## src/sv/mcfd_pkg.sv

```systemverilog
// ----------------------------------------------------------------------------
// mcfd_pkg: shared definitions for the motor command frame decoder
// Widths, frame codes, lamp codes, sequencer states and the divider link.
// ----------------------------------------------------------------------------
package mcfd_pkg;

    localparam int DUTY_BITS  = 24;
    localparam int BYTE_W     = 8;
    localparam int TIMEOUT_W  = 16;
    localparam int CFG_W      = 24;
    localparam int CFG_IDX_W  = 1;
    localparam int SLOT_W     = 2;
    localparam int FRAME_LEN  = 4;
    localparam int PROD_W     = DUTY_BITS + BYTE_W;
    localparam int DIV_CNT_W  = $clog2(PROD_W);

    localparam logic [TIMEOUT_W-1:0] TIMEOUT_RESET = TIMEOUT_W'(30000);
    localparam logic [DUTY_BITS-1:0] PERIOD_RESET  = DUTY_BITS'(4080000);

    // Register indexes on the write port
    localparam logic [CFG_IDX_W-1:0] REG_PWM_PERIOD    = 1'b0;
    localparam logic [CFG_IDX_W-1:0] REG_FRAME_TIMEOUT = 1'b1;

    // Frame command codes
    localparam logic [BYTE_W-1:0] CMD_FWD   = 8'hF1;
    localparam logic [BYTE_W-1:0] CMD_REV   = 8'hF2;
    localparam logic [BYTE_W-1:0] CMD_BRAKE = 8'hF3;
    localparam logic [BYTE_W-1:0] CMD_NOP   = 8'hF4;
    localparam logic [BYTE_W-1:0] CMD_OFF   = 8'hF5;

    localparam logic [BYTE_W-1:0] ANGLE_CENTRE = 8'd150;
    localparam logic [BYTE_W-1:0] SPEED_FULL   = 8'd255;
    localparam logic [BYTE_W-1:0] STEER_SCALE  = 8'd10;
    localparam int                HORN_BIT     = 5;

    localparam logic [SLOT_W-1:0] SLOT_CMD  = 2'd0;
    localparam logic [SLOT_W-1:0] SLOT_LAST = 2'd3;

    // Drive lamp codes
    localparam logic [1:0] LED_OFF   = 2'd0;
    localparam logic [1:0] LED_FWD   = 2'd1;
    localparam logic [1:0] LED_REV   = 2'd2;
    localparam logic [1:0] LED_BRAKE = 2'd3;

    // Steering indicator codes
    localparam logic [1:0] IND_CENTRE = 2'd0;
    localparam logic [1:0] IND_LEFT   = 2'd1;
    localparam logic [1:0] IND_RIGHT  = 2'd2;
    localparam logic [1:0] IND_DARK   = 2'd3;

    typedef enum logic [3:0] {
        S_IDLE = 4'b0001,
        S_LOAD = 4'b0010,
        S_DIV  = 4'b0100,
        S_OUT  = 4'b1000
    } state_t;

    typedef struct packed {
        logic              start;
        logic [PROD_W-1:0] dividend;
        logic [BYTE_W-1:0] divisor;
    } div_req_t;

    typedef struct packed {
        logic              done;
        logic [PROD_W-1:0] quotient;
    } div_rsp_t;

endpackage

```

## src/sv/mcfd_in_if.sv

```systemverilog
// ----------------------------------------------------------------------------
// mcfd_in_if: input word channel
// One received byte or one time tick per word.
// ----------------------------------------------------------------------------
interface mcfd_in_if;
    logic                       valid;
    logic                       ready;
    logic                       operation;
    logic [mcfd_pkg::BYTE_W-1:0] rx_byte;

    modport source (output valid, output operation, output rx_byte, input ready);
    modport sink   (input valid, input operation, input rx_byte, output ready);
endinterface

```

## src/sv/mcfd_out_if.sv

```systemverilog
// ----------------------------------------------------------------------------
// mcfd_out_if: result word channel
// Drive, steering and horn actions from one frame or one timeout.
// ----------------------------------------------------------------------------
interface mcfd_out_if;
    logic                           valid;
    logic                           ready;
    logic                           all_off;
    logic                           drive_update;
    logic                           forward_pin;
    logic                           reverse_pin;
    logic [mcfd_pkg::DUTY_BITS-1:0] drive_duty;
    logic [1:0]                     drive_led;
    logic                           steer_update;
    logic [mcfd_pkg::DUTY_BITS-1:0] steer_duty;
    logic [1:0]                     steer_indicator;
    logic                           horn_update;
    logic                           horn_on;

    modport source (
        output valid, output all_off, output drive_update, output forward_pin,
        output reverse_pin, output drive_duty, output drive_led, output steer_update,
        output steer_duty, output steer_indicator, output horn_update, output horn_on,
        input ready
    );
    modport sink (
        input valid, input all_off, input drive_update, input forward_pin,
        input reverse_pin, input drive_duty, input drive_led, input steer_update,
        input steer_duty, input steer_indicator, input horn_update, input horn_on,
        output ready
    );
endinterface

```

## src/sv/mcfd_div.sv

```systemverilog
// ----------------------------------------------------------------------------
// mcfd_div: shared restoring divider
// Product by 8-bit divisor, one quotient bit per cycle, done pulse at end.
// ----------------------------------------------------------------------------
module mcfd_div (
    input  logic               clk,
    input  logic               rst_n,
    input  mcfd_pkg::div_req_t req,
    output mcfd_pkg::div_rsp_t rsp
);
    import mcfd_pkg::*;

    logic                 busy_reg;
    logic                 done_reg;
    logic [DIV_CNT_W-1:0] cnt_reg;
    logic [PROD_W-1:0]    quo_reg;
    logic [BYTE_W-1:0]    rem_reg;
    logic [BYTE_W-1:0]    dvs_reg;

    logic [BYTE_W:0]      rem_shift;
    logic [BYTE_W:0]      rem_sub;
    logic                 fits;

    always_comb
    begin
        rem_shift = {rem_reg, quo_reg[PROD_W-1]};
        rem_sub   = rem_shift - {1'b0, dvs_reg};
        fits      = rem_shift >= {1'b0, dvs_reg};
    end

    always_ff @(posedge clk or negedge rst_n)
    begin
        if (!rst_n)
        begin
            busy_reg <= 1'b0;
            done_reg <= 1'b0;
            cnt_reg  <= '0;
        end
        else
        begin
            done_reg <= busy_reg && (cnt_reg == '0);
            if (req.start)
            begin
                busy_reg <= 1'b1;
                cnt_reg  <= DIV_CNT_W'(PROD_W - 1);
            end
            else if (busy_reg)
            begin
                if (cnt_reg == '0)
                    busy_reg <= 1'b0;
                cnt_reg <= cnt_reg - 1'b1;
            end
        end
    end

    always_ff @(posedge clk)
    begin
        if (req.start)
        begin
            quo_reg <= req.dividend;
            rem_reg <= '0;
            dvs_reg <= req.divisor;
        end
        else if (busy_reg)
        begin
            quo_reg <= {quo_reg[PROD_W-2:0], fits};
            rem_reg <= fits ? rem_sub[BYTE_W-1:0] : rem_shift[BYTE_W-1:0];
        end
    end

    assign rsp.done     = done_reg;
    assign rsp.quotient = quo_reg;

endmodule

```

## src/sv/motor_command_frame_decoder.sv

```systemverilog
// ----------------------------------------------------------------------------
// motor_command_frame_decoder: serial motor command frame decoder
// Gathers 4-byte frames, applies changed parts, times out to all-off.
// ----------------------------------------------------------------------------
//  channel   dir  handshake          word
//  item      in   valid/ready        operation, rx_byte
//  result    out  valid/ready        all_off .. horn_on (11 fields)
//  cfg       in   cfg_we, no wait    cfg_index, cfg_data
//
//  A tick or byte with no action is accepted and ready stays high.
//  A result needs up to two divisions in the shared divider
//  (drive duty and steering duty) before it is offered.
//  item.ready is low from the accepting word until the result is taken.
//  Reset (rst_n, async) empties the frame and restores the register defaults.
// ----------------------------------------------------------------------------
module motor_command_frame_decoder (
    input  logic                              clk,
    input  logic                              rst_n,
    mcfd_in_if.sink                           item,
    mcfd_out_if.source                        result,
    input  logic                              cfg_we,
    input  logic [mcfd_pkg::CFG_IDX_W-1:0]    cfg_index,
    input  logic [mcfd_pkg::CFG_W-1:0]        cfg_data
);
    import mcfd_pkg::*;

    state_t                 state_reg, state_next;
    logic [DUTY_BITS-1:0]   period_reg;
    logic [TIMEOUT_W-1:0]   timeout_reg;
    logic [BYTE_W-1:0]      frame_reg [FRAME_LEN];
    logic [BYTE_W-1:0]      prev_reg  [FRAME_LEN];
    logic [SLOT_W-1:0]      slot_reg;
    logic [TIMEOUT_W-1:0]   idle_reg;
    logic                   drive_pend_reg;
    logic                   steer_pend_reg;
    logic [BYTE_W-1:0]      steer_dvs_reg;

    logic                   all_off_reg;
    logic                   drive_upd_reg;
    logic                   fwd_reg;
    logic                   rev_reg;
    logic [DUTY_BITS-1:0]   drive_duty_reg;
    logic [1:0]             drive_led_reg;
    logic                   steer_upd_reg;
    logic [DUTY_BITS-1:0]   steer_duty_reg;
    logic [1:0]             steer_ind_reg;
    logic                   horn_upd_reg;
    logic                   horn_on_reg;

    div_req_t               div_req;
    div_rsp_t               div_rsp;

    logic                   in_acc;
    logic [TIMEOUT_W:0]     idle_inc;
    logic [TIMEOUT_W-1:0]   limit;
    logic                   timed_out;
    logic                   cmd_ok;
    logic                   frame_done;
    logic                   has_result;
    logic                   cmd_chg;
    logic                   drv;
    logic                   shut_any;
    logic                   ang_chg;
    logic                   acc_chg;
    logic                   drive_pend_new;
    logic                   steer_pend_new;
    logic [1:0]             led_new;
    logic [1:0]             ind_new;
    logic [BYTE_W-1:0]      mult;
    logic [DUTY_BITS-1:0]   duty_sat;

    assign in_acc = item.valid && item.ready;

    always_comb
    begin
        idle_inc   = {1'b0, idle_reg} + 1'b1;
        limit      = (timeout_reg == '0) ? TIMEOUT_W'(1) : timeout_reg;
        timed_out  = idle_inc >= {1'b0, limit};
        cmd_ok     = (item.rx_byte >= CMD_FWD) && (item.rx_byte <= CMD_OFF);
        frame_done = !item.operation && (slot_reg == SLOT_LAST);
        has_result = item.operation ? timed_out : frame_done;

        cmd_chg  = (frame_reg[0] != prev_reg[0]) || (frame_reg[1] != prev_reg[1]);
        drv      = frame_done && cmd_chg && (frame_reg[0] <= CMD_BRAKE);
        shut_any = item.operation || (cmd_chg && (frame_reg[0] == CMD_OFF));
        ang_chg  = frame_done && (frame_reg[2] != prev_reg[2]);
        acc_chg  = frame_done && (item.rx_byte != prev_reg[3]);

        drive_pend_new = drv && ((frame_reg[0] == CMD_FWD) || (frame_reg[0] == CMD_REV));
        steer_pend_new = ang_chg ? (frame_reg[2] != '0) : shut_any;

        if (frame_reg[0] == CMD_FWD)
            led_new = LED_FWD;
        else if (frame_reg[0] == CMD_REV)
            led_new = LED_REV;
        else
            led_new = LED_BRAKE;

        if (frame_reg[2] < ANGLE_CENTRE)
            ind_new = IND_LEFT;
        else if (frame_reg[2] > ANGLE_CENTRE)
            ind_new = IND_RIGHT;
        else
            ind_new = IND_CENTRE;
    end

    // Divider operand: period times speed or times ten
    always_comb
    begin
        mult             = drive_pend_reg ? frame_reg[1] : STEER_SCALE;
        div_req.start    = (state_reg == S_LOAD);
        div_req.dividend = PROD_W'(period_reg) * PROD_W'(mult);
        div_req.divisor  = drive_pend_reg ? SPEED_FULL : steer_dvs_reg;
        duty_sat = (div_rsp.quotient > PROD_W'(period_reg)) ? period_reg
                                                             : div_rsp.quotient[DUTY_BITS-1:0];
    end

    mcfd_div u_div (
        .clk   (clk),
        .rst_n (rst_n),
        .req   (div_req),
        .rsp   (div_rsp)
    );

    always_comb
    begin
        state_next = state_reg;
        unique case (state_reg)
            S_IDLE:
            begin
                if (in_acc && has_result)
                    state_next = (drive_pend_new || steer_pend_new) ? S_LOAD : S_OUT;
            end
            S_LOAD:
                state_next = S_DIV;
            S_DIV:
            begin
                if (div_rsp.done)
                    state_next = (drive_pend_reg && steer_pend_reg) ? S_LOAD : S_OUT;
            end
            S_OUT:
            begin
                if (result.ready)
                    state_next = S_IDLE;
            end
            default:
                state_next = S_IDLE;
        endcase
    end

    // Control and frame state
    always_ff @(posedge clk or negedge rst_n)
    begin
        if (!rst_n)
        begin
            state_reg      <= S_IDLE;
            period_reg     <= PERIOD_RESET;
            timeout_reg    <= TIMEOUT_RESET;
            slot_reg       <= SLOT_CMD;
            idle_reg       <= '0;
            drive_pend_reg <= 1'b0;
            steer_pend_reg <= 1'b0;
            for (int i = 0; i < FRAME_LEN; i++)
            begin
                frame_reg[i] <= '0;
                prev_reg[i]  <= '0;
            end
        end
        else
        begin
            state_reg <= state_next;

            if (cfg_we)
            begin
                unique case (cfg_index)
                    REG_PWM_PERIOD:    period_reg  <= cfg_data[DUTY_BITS-1:0];
                    REG_FRAME_TIMEOUT: timeout_reg <= cfg_data[TIMEOUT_W-1:0];
                    default: ;
                endcase
            end

            if (in_acc)
            begin
                drive_pend_reg <= has_result && drive_pend_new;
                steer_pend_reg <= has_result && steer_pend_new;
                if (item.operation)
                begin
                    idle_reg <= timed_out ? '0 : idle_inc[TIMEOUT_W-1:0];
                end
                else
                begin
                    frame_reg[slot_reg] <= item.rx_byte;
                    if ((slot_reg == SLOT_CMD) && !cmd_ok)
                        slot_reg <= SLOT_CMD;
                    else if (slot_reg != SLOT_LAST)
                        slot_reg <= slot_reg + 1'b1;
                    else
                    begin
                        slot_reg    <= SLOT_CMD;
                        idle_reg    <= '0;
                        prev_reg[0] <= frame_reg[0];
                        prev_reg[1] <= frame_reg[1];
                        prev_reg[2] <= frame_reg[2];
                        prev_reg[3] <= item.rx_byte;
                    end
                end
            end
            else if ((state_reg == S_DIV) && div_rsp.done)
            begin
                if (drive_pend_reg)
                    drive_pend_reg <= 1'b0;
                else
                    steer_pend_reg <= 1'b0;
            end
        end
    end

    // Result word
    always_ff @(posedge clk)
    begin
        if (in_acc && has_result)
        begin
            all_off_reg    <= shut_any;
            drive_upd_reg  <= shut_any || drv;
            fwd_reg        <= shut_any || (drv && (frame_reg[0] == CMD_FWD));
            rev_reg        <= shut_any || (drv && (frame_reg[0] == CMD_REV));
            drive_duty_reg <= '0;
            drive_led_reg  <= drv ? led_new : LED_OFF;
            steer_dvs_reg  <= ang_chg ? frame_reg[2] : ANGLE_CENTRE;
            // a changed angle overrides the shut-off steering
            if (ang_chg)
            begin
                steer_upd_reg  <= 1'b1;
                steer_ind_reg  <= ind_new;
                steer_duty_reg <= period_reg;
            end
            else if (shut_any)
            begin
                steer_upd_reg  <= 1'b1;
                steer_ind_reg  <= IND_DARK;
                steer_duty_reg <= '0;
            end
            else
            begin
                steer_upd_reg  <= 1'b0;
                steer_ind_reg  <= IND_CENTRE;
                steer_duty_reg <= '0;
            end
            horn_upd_reg <= acc_chg;
            horn_on_reg  <= acc_chg && item.rx_byte[HORN_BIT];
        end
        else if ((state_reg == S_DIV) && div_rsp.done)
        begin
            if (drive_pend_reg)
                drive_duty_reg <= duty_sat;
            else
                steer_duty_reg <= duty_sat;
        end
    end

    assign item.ready = (state_reg == S_IDLE);

    assign result.valid           = (state_reg == S_OUT);
    assign result.all_off         = all_off_reg;
    assign result.drive_update    = drive_upd_reg;
    assign result.forward_pin     = fwd_reg;
    assign result.reverse_pin     = rev_reg;
    assign result.drive_duty      = drive_duty_reg;
    assign result.drive_led       = drive_led_reg;
    assign result.steer_update    = steer_upd_reg;
    assign result.steer_duty      = steer_duty_reg;
    assign result.steer_indicator = steer_ind_reg;
    assign result.horn_update     = horn_upd_reg;
    assign result.horn_on         = horn_on_reg;

endmodule

```

## src/flat_wrapper.sv

```systemverilog
// flat-port wrapper written by rule: the top's interface ports become plain ports
module motor_command_frame_decoder_flat import mcfd_pkg::*;
  (clk, rst_n, cfg_we, cfg_index, cfg_data, item_valid, item_operation, item_rx_byte, item_ready, result_valid, result_all_off, result_drive_update, result_forward_pin, result_reverse_pin, result_drive_duty, result_drive_led, result_steer_update, result_steer_duty, result_steer_indicator, result_horn_update, result_horn_on, result_ready);
  mcfd_in_if item_i ();
  mcfd_out_if result_i ();
  input  logic clk;
  input  logic rst_n;
  input  logic cfg_we;
  input  logic [mcfd_pkg::CFG_IDX_W-1:0] cfg_index;
  input  logic [mcfd_pkg::CFG_W-1:0] cfg_data;
  input wire logic [$bits(item_i.valid)-1:0] item_valid;
  input wire logic [$bits(item_i.operation)-1:0] item_operation;
  input wire logic [$bits(item_i.rx_byte)-1:0] item_rx_byte;
  output wire logic [$bits(item_i.ready)-1:0] item_ready;
  output wire logic [$bits(result_i.valid)-1:0] result_valid;
  output wire logic [$bits(result_i.all_off)-1:0] result_all_off;
  output wire logic [$bits(result_i.drive_update)-1:0] result_drive_update;
  output wire logic [$bits(result_i.forward_pin)-1:0] result_forward_pin;
  output wire logic [$bits(result_i.reverse_pin)-1:0] result_reverse_pin;
  output wire logic [$bits(result_i.drive_duty)-1:0] result_drive_duty;
  output wire logic [$bits(result_i.drive_led)-1:0] result_drive_led;
  output wire logic [$bits(result_i.steer_update)-1:0] result_steer_update;
  output wire logic [$bits(result_i.steer_duty)-1:0] result_steer_duty;
  output wire logic [$bits(result_i.steer_indicator)-1:0] result_steer_indicator;
  output wire logic [$bits(result_i.horn_update)-1:0] result_horn_update;
  output wire logic [$bits(result_i.horn_on)-1:0] result_horn_on;
  input wire logic [$bits(result_i.ready)-1:0] result_ready;
  assign item_i.valid = item_valid;
  assign item_i.operation = item_operation;
  assign item_i.rx_byte = item_rx_byte;
  assign item_ready = item_i.ready;
  assign result_valid = result_i.valid;
  assign result_all_off = result_i.all_off;
  assign result_drive_update = result_i.drive_update;
  assign result_forward_pin = result_i.forward_pin;
  assign result_reverse_pin = result_i.reverse_pin;
  assign result_drive_duty = result_i.drive_duty;
  assign result_drive_led = result_i.drive_led;
  assign result_steer_update = result_i.steer_update;
  assign result_steer_duty = result_i.steer_duty;
  assign result_steer_indicator = result_i.steer_indicator;
  assign result_horn_update = result_i.horn_update;
  assign result_horn_on = result_i.horn_on;
  assign result_i.ready = result_ready;
  motor_command_frame_decoder u_core (.clk(clk), .rst_n(rst_n), .item(item_i), .result(result_i), .cfg_we(cfg_we), .cfg_index(cfg_index), .cfg_data(cfg_data));
endmodule
```

## config.mk

```make
export PLATFORM = sky130hd
export DESIGN_NAME = motor_command_frame_decoder_flat
export DESIGN_NICKNAME = d
export VERILOG_FILES = /design/src/sv/mcfd_pkg.sv /design/src/sv/mcfd_in_if.sv /design/src/sv/mcfd_out_if.sv /design/src/sv/mcfd_div.sv /design/src/sv/motor_command_frame_decoder.sv /design/src/flat_wrapper.sv
export SDC_FILE = /design/constraint.sdc
export NUM_CORES = 1
export LEC_CHECK = 0
export ABC_AREA = 1
export BUFFER_PORTS_ARGS = -buffer_cell sky130_fd_sc_hd__buf_2
export CAP_MARGIN = 20
export CORE_ASPECT_RATIO = 1.25
export CORE_MARGIN = 3
export CORE_UTILIZATION = 57
export CTS_CLUSTER_SIZE = 28
export DETAILED_ROUTE_END_ITERATION = 6
export MAX_ROUTING_LAYER = met4
export PLACE_DENSITY_LB_ADDON = 0.25
export SLEW_MARGIN = 20
export SYNTH_ARGS = -nofsm -noshare
export SYNTH_HDL_FRONTEND = slang
export SYNTH_HIERARCHICAL = 1
export SYNTH_SLANG_ARGS = --single-unit
```

## constraint.sdc

```tcl
create_clock -name clk -period 5.2 [get_ports clk]
set_clock_uncertainty 0.1 [all_clocks]
set_input_delay 1.56 -clock clk [delete_from_list [all_inputs] [get_ports clk]]
set_output_delay 1.56 -clock clk [all_outputs]
set_load 0.02 [all_outputs]
```

# Word-level counts from Yosys, hierarchy flattened
# Cells that the tools add are included.
# word_totals
regBits,250
in_bits,39
output_inout_bits,61
# classes
add_sub_neg,4
n_mul,1
magnitude_cmp,10
n_eq_ne,20
n_mux,44
bitwise,6
n_reduce_logical,46
# op_table
op,count
2-to-1 mux 24 bit,5
2-to-1 mux 16 bit,5
2-to-1 mux 32 bit,2
bitwise mux 32 bit,1
greater-than comparator 32 x 24 -> 1 bit,1
multiplier 24 x 8 -> 32 bit,1
!= test 8 bit,4
"== test 8 bit, second input constant",3
2-to-1 mux 8 bit,3
logical AND 1 bit,20
2-to-1 mux 4 bit,5
"adder 16 x 1 -> 17 bit, second input constant",1
greater-or-equal comparator 17 x 16 -> 1 bit,1
demux 8 bit (select 2 bit),1
"less-or-equal comparator 8 bit, second input constant",2
zero test 16 bit,1
one-hot mux 4 bit (4 select lines),1
"!= test 2 bit, second input constant",7
2-to-1 mux 1 bit,13
2-to-1 mux 2 bit,6
AND reduction 2 bit,6
2-to-1 mux 5 bit,2
greater-or-equal comparator 9 x 8 -> 1 bit,1
"greater-or-equal comparator 8 bit, second input constant",1
24 further kinds,38

# Longest topological paths before layout
# logic_depth
depth_word,9
mapped_depth,25
ltp_nobuf,24

# Hierarchy
# Netlist, hierarchy kept.
# by_module_without_submodules
mod,n_inst,cells_each,area_each_um2,seq_area_each_um2
motor_command_frame_decoder,1,1984,15855.2,4794.6
mcfd_div,1,319,2778.9,1536.5

# Least setup slack after synthesis
# OpenSTA, ideal clock, no wires.
# synth_path
path_kind,register to register
from,reg u_core.drive_pend_reg
to,reg u_core.u_div.quo_reg[17] (data pin)
setup_time_ns,0.253
arrival_time_ns,4.643
required_ns,4.847
path_slack_ns,0.204
stages_incl_launch_ff,23
synth_period_minus_slack_ns,4.996
path_cell_list,dfrtp_1 > clkbuf_1 > inv_1 > nor2_1 > clkbuf_1 > nor2_1 > fa_1 > fa_1 > fa_1 > inv_1 > fa_1 > inv_1 > ha_1 > nand2_1 > o21ai_0 > nor2_1 > o21ai_0 > nand2_1 > nand2_1 > a21oi_1 > xnor2_1 > nand2_1 > nand2_1
# synth_rtl
element,line,text
from (decl),motor_command_frame_decoder.sv:34,logic drive_pend_reg;
from (signal assigned),motor_command_frame_decoder.sv:184,drive_pend_reg <= has_result && drive_pend_new;
to (signal assigned),mcfd_div.sv:60,quo_reg <= req.dividend;
to (signal assigned),mcfd_div.sv:66,"quo_reg <= {quo_reg[PROD_W-2:0], fits};"
to (decl),mcfd_div.sv:16,logic [PROD_W-1:0] quo_reg;

==> results.md <==
Route:
- The number of DRC markers in iteration 0 is roughly 1.3k.
- The via count is 15.9k.
- The first detailed-routing pass took 7 iterations.
- The detailed-route wire length is approximately 52,000 um.
- The DRC violations left is 1.
- In the routed layout, each cell is associated on average with a via count of between 5 and 6.
- The number of nets with antenna violations after routing is 0.
- The average routed wire per standard cell is 18.1 um.

Timing:
- The worst path in the final design needs a cycle of ~5 ns, including I/O delays and setup.
- The max-slew violation total from the final report came to 0.
- The setup slack after layout is between 0.09 and 0.1 ns.
- Setup repair after global routing could not meet its margin everywhere.
- The final critical path takes up a little over nine tenths of the cycle.
- The hold violation count in the final report is 0.
- Setup violations remaining at the end of the flow were counted as 0.
- The tightest hold path in the finished design has a slack of approximately 0.38 ns.
- The actual slew at the worst max-slew pin is roughly 1.0 ns.
- The highest attainable clock frequency is 196 MHz.
- Setup total negative slack on the finished layout was measured at 0 ns.
- In this run the tightest slew margin relative to its limit is a little under a third.

Placement:
- At the end of routability-driven placement, the weighted congestion stood at 0.930.
- The post-placement cell count is 2,796.
- Summed over all nets, the half-perimeter wirelength after detailed placement is 38,300 um.
- In this run the tool buffered the top-level ports with slightly below 100 buffer cells.
- Prior to clock tree synthesis, the placed netlist has a worst setup slack of 0.000187 ns.

Hold path:
- The class of the worst hold path is reg2reg.

Logic synthesis:
- The cell count after synthesis is between 2k and 2.5k.
- Sequential elements use ~34% of the synthesized area.
- In the synthesized netlist the async set-or-reset flop fraction comes to 52.5%.
- In this run the mean area of a mapped cell was between 8 and 9 um2.
- The number of nets produced by synthesis is 2,583.
- Yosys printed 6 warnings.
- The predominant post-synthesis flop cell is sky130_fd_sc_hd__dfrtp_1.
- Counting flops and latches in the post-synthesis netlist gives around 240.
- The count of different cell masters after synthesis is between 50 and 60.
- The synthesized design contains between 80 and 90 enable-type register cells.
- The cell area after technology mapping is between 15,000 and 20,000 um2.

Setup path:
- The critical path in this run is classified as reg2reg.
- For flop-to-flop paths, the worst setup slack is roughly 0.095 ns.
- The largest single stage delay on the critical path is 0.57 ns.
- Along the worst path, the maximum fanout reaches 6.
- The data required time at the worst endpoint is roughly 5.4 ns.
- The critical path capture point type is a flip-flop.
- The kind of start point of the critical path is a flip-flop.
- The slowest stage of the critical path belongs to the cell sky130_fd_sc_hd__fa_1.
- Counting stages on the worst path, the most repeated cell is sky130_fd_sc_hd__fa_1.
- The critical path goes through inv_2, nor2_4, buf_12, clkbuf_16, nor2_1, fa_1, fa_1, fa_1, inv_1, fa_1, inv_1, ha_4, a21oi_2, o21ai_1, a21oi_1, o211ai_1, buf_4, nand2_1, nand3b_1, xor2_1, nand2_1, nand2_1.
- Data arrives at the worst endpoint at about 5.3 ns.

Global route:
- The met3 usage in global routing is 3.31%.
- The number of antenna violations at the first check in global routing is 0.
- The global-route track usage on met1 is roughly 38%.
- The aggregate global routing overflow is 0.
- The largest net degree at the start of global routing is ~130.
- In this run the most used layer during global routing was met2.
- The first global-routing pass estimated slightly above 80,000 um of wire.
- The met2 layer usage reported by global route is between 40% and 50%.
- The number of global-route vias before repair is about 16k.
- In the global route stage, overall resource usage came out at between 30% and 40%.

Clock tree:
- The H-tree level count is 1.
- The latest clock arrival within the worst-skew pair is between 0.5 and 0.6 ns.
- TritonCTS created 26 clock buffers.
- The buffer depth of the longest clock path is 3.
- Clock-pin slew was measured on the worst setup and hold paths at 0.06 ns.
- TritonCTS built the clock tree.
- The tree built by TritonCTS fans out to between 200 and 250 sinks.
- The number of hold buffers added after CTS was 0.
- In this run the clock root is driven by a sky130_fd_sc_hd__clkbuf_16.

Final layout:
- 0 antenna diodes ended up in the layout.
- Once layout is complete, the cells apart from fillers number approximately 2.9k.
- The share of cells above drive strength 1 is between 15 and 20%.
- The final-layout fill cell count is 2,696.
- Leaving out fill and tap cells, the most frequent cell in the layout is sky130_fd_sc_hd__nand2_1.
- The top cell types in the final layout, fill and taps aside, are sky130_fd_sc_hd__nand2_1 (518), sky130_fd_sc_hd__inv_1 (374), sky130_fd_sc_hd__nor2_1 (219).
- Relative to the synthesized area, the layout overhead comes to 14.7%.
- After the last flow step, the layout net total stands at ~2.7k.

Die:
- The die area is roughly 35,000 um2.
- The floorplan step set the die width to about 170 um.
- The initial utilization of the core area, before any placement, comes to between 50% and 60%.
- The die is 208 um tall.
- The initialized floorplan defines 73 standard-cell rows.
- For this design the top-level I/O count stands at 100.
- The floorplan step defined a core boundary enclosing ~32,000 um2.

Outcome:
- The run finished, with violations left.
- The checks that failed: design-rule violations.

Pwr:
- The power density relative to cell area is between 400 and 500 nW/um2.
- VDD sags by at most roughly 350 uV.
- The analysis attributes to cell leakage a power of ~11 nW.

Flow run:
- Across the run, the number of max-cap violations was 0.
metal layers:
| layer | vias up | part of all wire [%] |
|---|---|---|
| met4 | 0 | 6.1 |
| met1 | 7670 | 39 |
| met5 | - | 0 |
| met2 | 619 | 49 |
| met3 | 165 | 6.0 |
| li1 | 7481 | - |
synthesized netlist by cell type, types with 6 or more instances:
cell	n	share of area, %
sky130_fd_sc_hd__nand2_1	530	11
sky130_fd_sc_hd__inv_1	375	7.6
sky130_fd_sc_hd__nor2_1	235	4.7
sky130_fd_sc_hd__nand3_1	150	4.0
sky130_fd_sc_hd__fa_1	133	14
sky130_fd_sc_hd__o21ai_0	131	3.5
sky130_fd_sc_hd__dfrtp_1	111	15
sky130_fd_sc_hd__ha_1	108	7.3
sky130_fd_sc_hd__edfxtp_1	83	13
sky130_fd_sc_hd__a21oi_1	70	1.9
sky130_fd_sc_hd__clkbuf_1	57	1.1
sky130_fd_sc_hd__xor2_1	40	1.9
sky130_fd_sc_hd__dfxtp_1	32	3.4
sky130_fd_sc_hd__o21a_1	27	1.1
sky130_fd_sc_hd__xnor2_1	23	1.1
sky130_fd_sc_hd__o21ai_2	20	0.94
sky130_fd_sc_hd__dfstp_2	16	2.3
sky130_fd_sc_hd__nor4_1	16	0.54
sky130_fd_sc_hd__clkinv_1	15	0.30
sky130_fd_sc_hd__nor3_1	13	0.35
sky130_fd_sc_hd__buf_2	12	0.32
sky130_fd_sc_hd__nand4_1	11	0.37
sky130_fd_sc_hd__or2_2	11	0.37
sky130_fd_sc_hd__mux2_2	10	0.60
sky130_fd_sc_hd__nand2_2	7	0.23
sky130_fd_sc_hd__buf_1	6	0.12
sky130_fd_sc_hd__nor2_4	6	0.36
sky130_fd_sc_hd__o211ai_1	6	0.24
where the power goes:
group / internal [W] / leakage [nW] / switching, W
sequential: 0.00262 / 2.63 / 0.000623
combinational: 0.00128 / 7.73 / 0.00210
clock: 0.00114 / 0.439 / 0.000816
total: 0.00504 / 10.8 / 0.00354
path summary, 6_finish.rpt:
check                      depth (start not counted)                    start                        to
max                                               22    u_core/drive_pend_reg  u_core/u_div/quo_reg[29]
min in group asynchronous                          2                    rst_n   u_core/u_div/cnt_reg[1]
min                                                2  u_core/u_div/rem_reg[0]   u_core/u_div/rem_reg[0]
max reg2reg                                       22    u_core/drive_pend_reg  u_core/u_div/quo_reg[29]
min reg2reg                                        2  u_core/u_div/rem_reg[0]   u_core/u_div/rem_reg[0]
max in group asynchronous                          2                    rst_n      u_core/period_reg[2]
repair_timing:
action	4_1_cts	5_1_grt
resized for setup	2	87
cloned	0	5
setup buffers	1	10
endpoints found under the hold margin	0	0
pin swaps	1	21
endpoints found under the setup margin	8	21
cells by family after synthesis:
| logic type | Yosys count | synth area share [%] |
|---|---|---|
| AND/OR/NAND/NOR | 1000 | 22.6 |
| buffers and inverters | 475 | 9.86 |
| AO/OA/AOI/OAI | 272 | 8.43 |
| flip-flops | 242 | 34.0 |
| adder cells (fa/ha/maj) | 241 | 21.5 |
| XOR/XNOR | 63 | 2.96 |
| multiplexers | 10 | 0.604 |
critical path: cells and delay by family, from the launching register on:
family          cells  cell delay, ns
fa+ha+maj           5            2.40
flops               1            0.45
buf+inv             6            0.71
xor+xnor            1            0.16
simple gates        6            0.45
compound gates      4            0.59
layout make-up:
type	count	area [um2]	share of cell area, %
Clock buffer	38	767	3.59
Clock inverter	10	143	0.668
Inverter	394	1490	6.96
Multi-Input combinational cell	1586	10800	50.7
Sequential cell	242	6330	29.6
Tap cell	412	515	2.41
Timing Repair Buffer	179	1300	6.07
per-stage QoR:
| step | total power (W) | util (%) | instance area (um2) |
|---|---|---|---|
| 3_3_place_gp | 0.00633 | 62.0 | 19900 |
| 6_report | 0.00858 | 66.6 | 21400 |
| 4_1_cts | 0.00843 | 64.9 | 20800 |
| 2_1_floorplan | 0.00538 | - | 18600 |
| 5_1_grt | 0.00922 | 66.6 | 21400 |
| 3_5_place_dp | 0.00643 | 62.0 | 19900 |
Note: power is estimated with default switching activity, not from simulation.
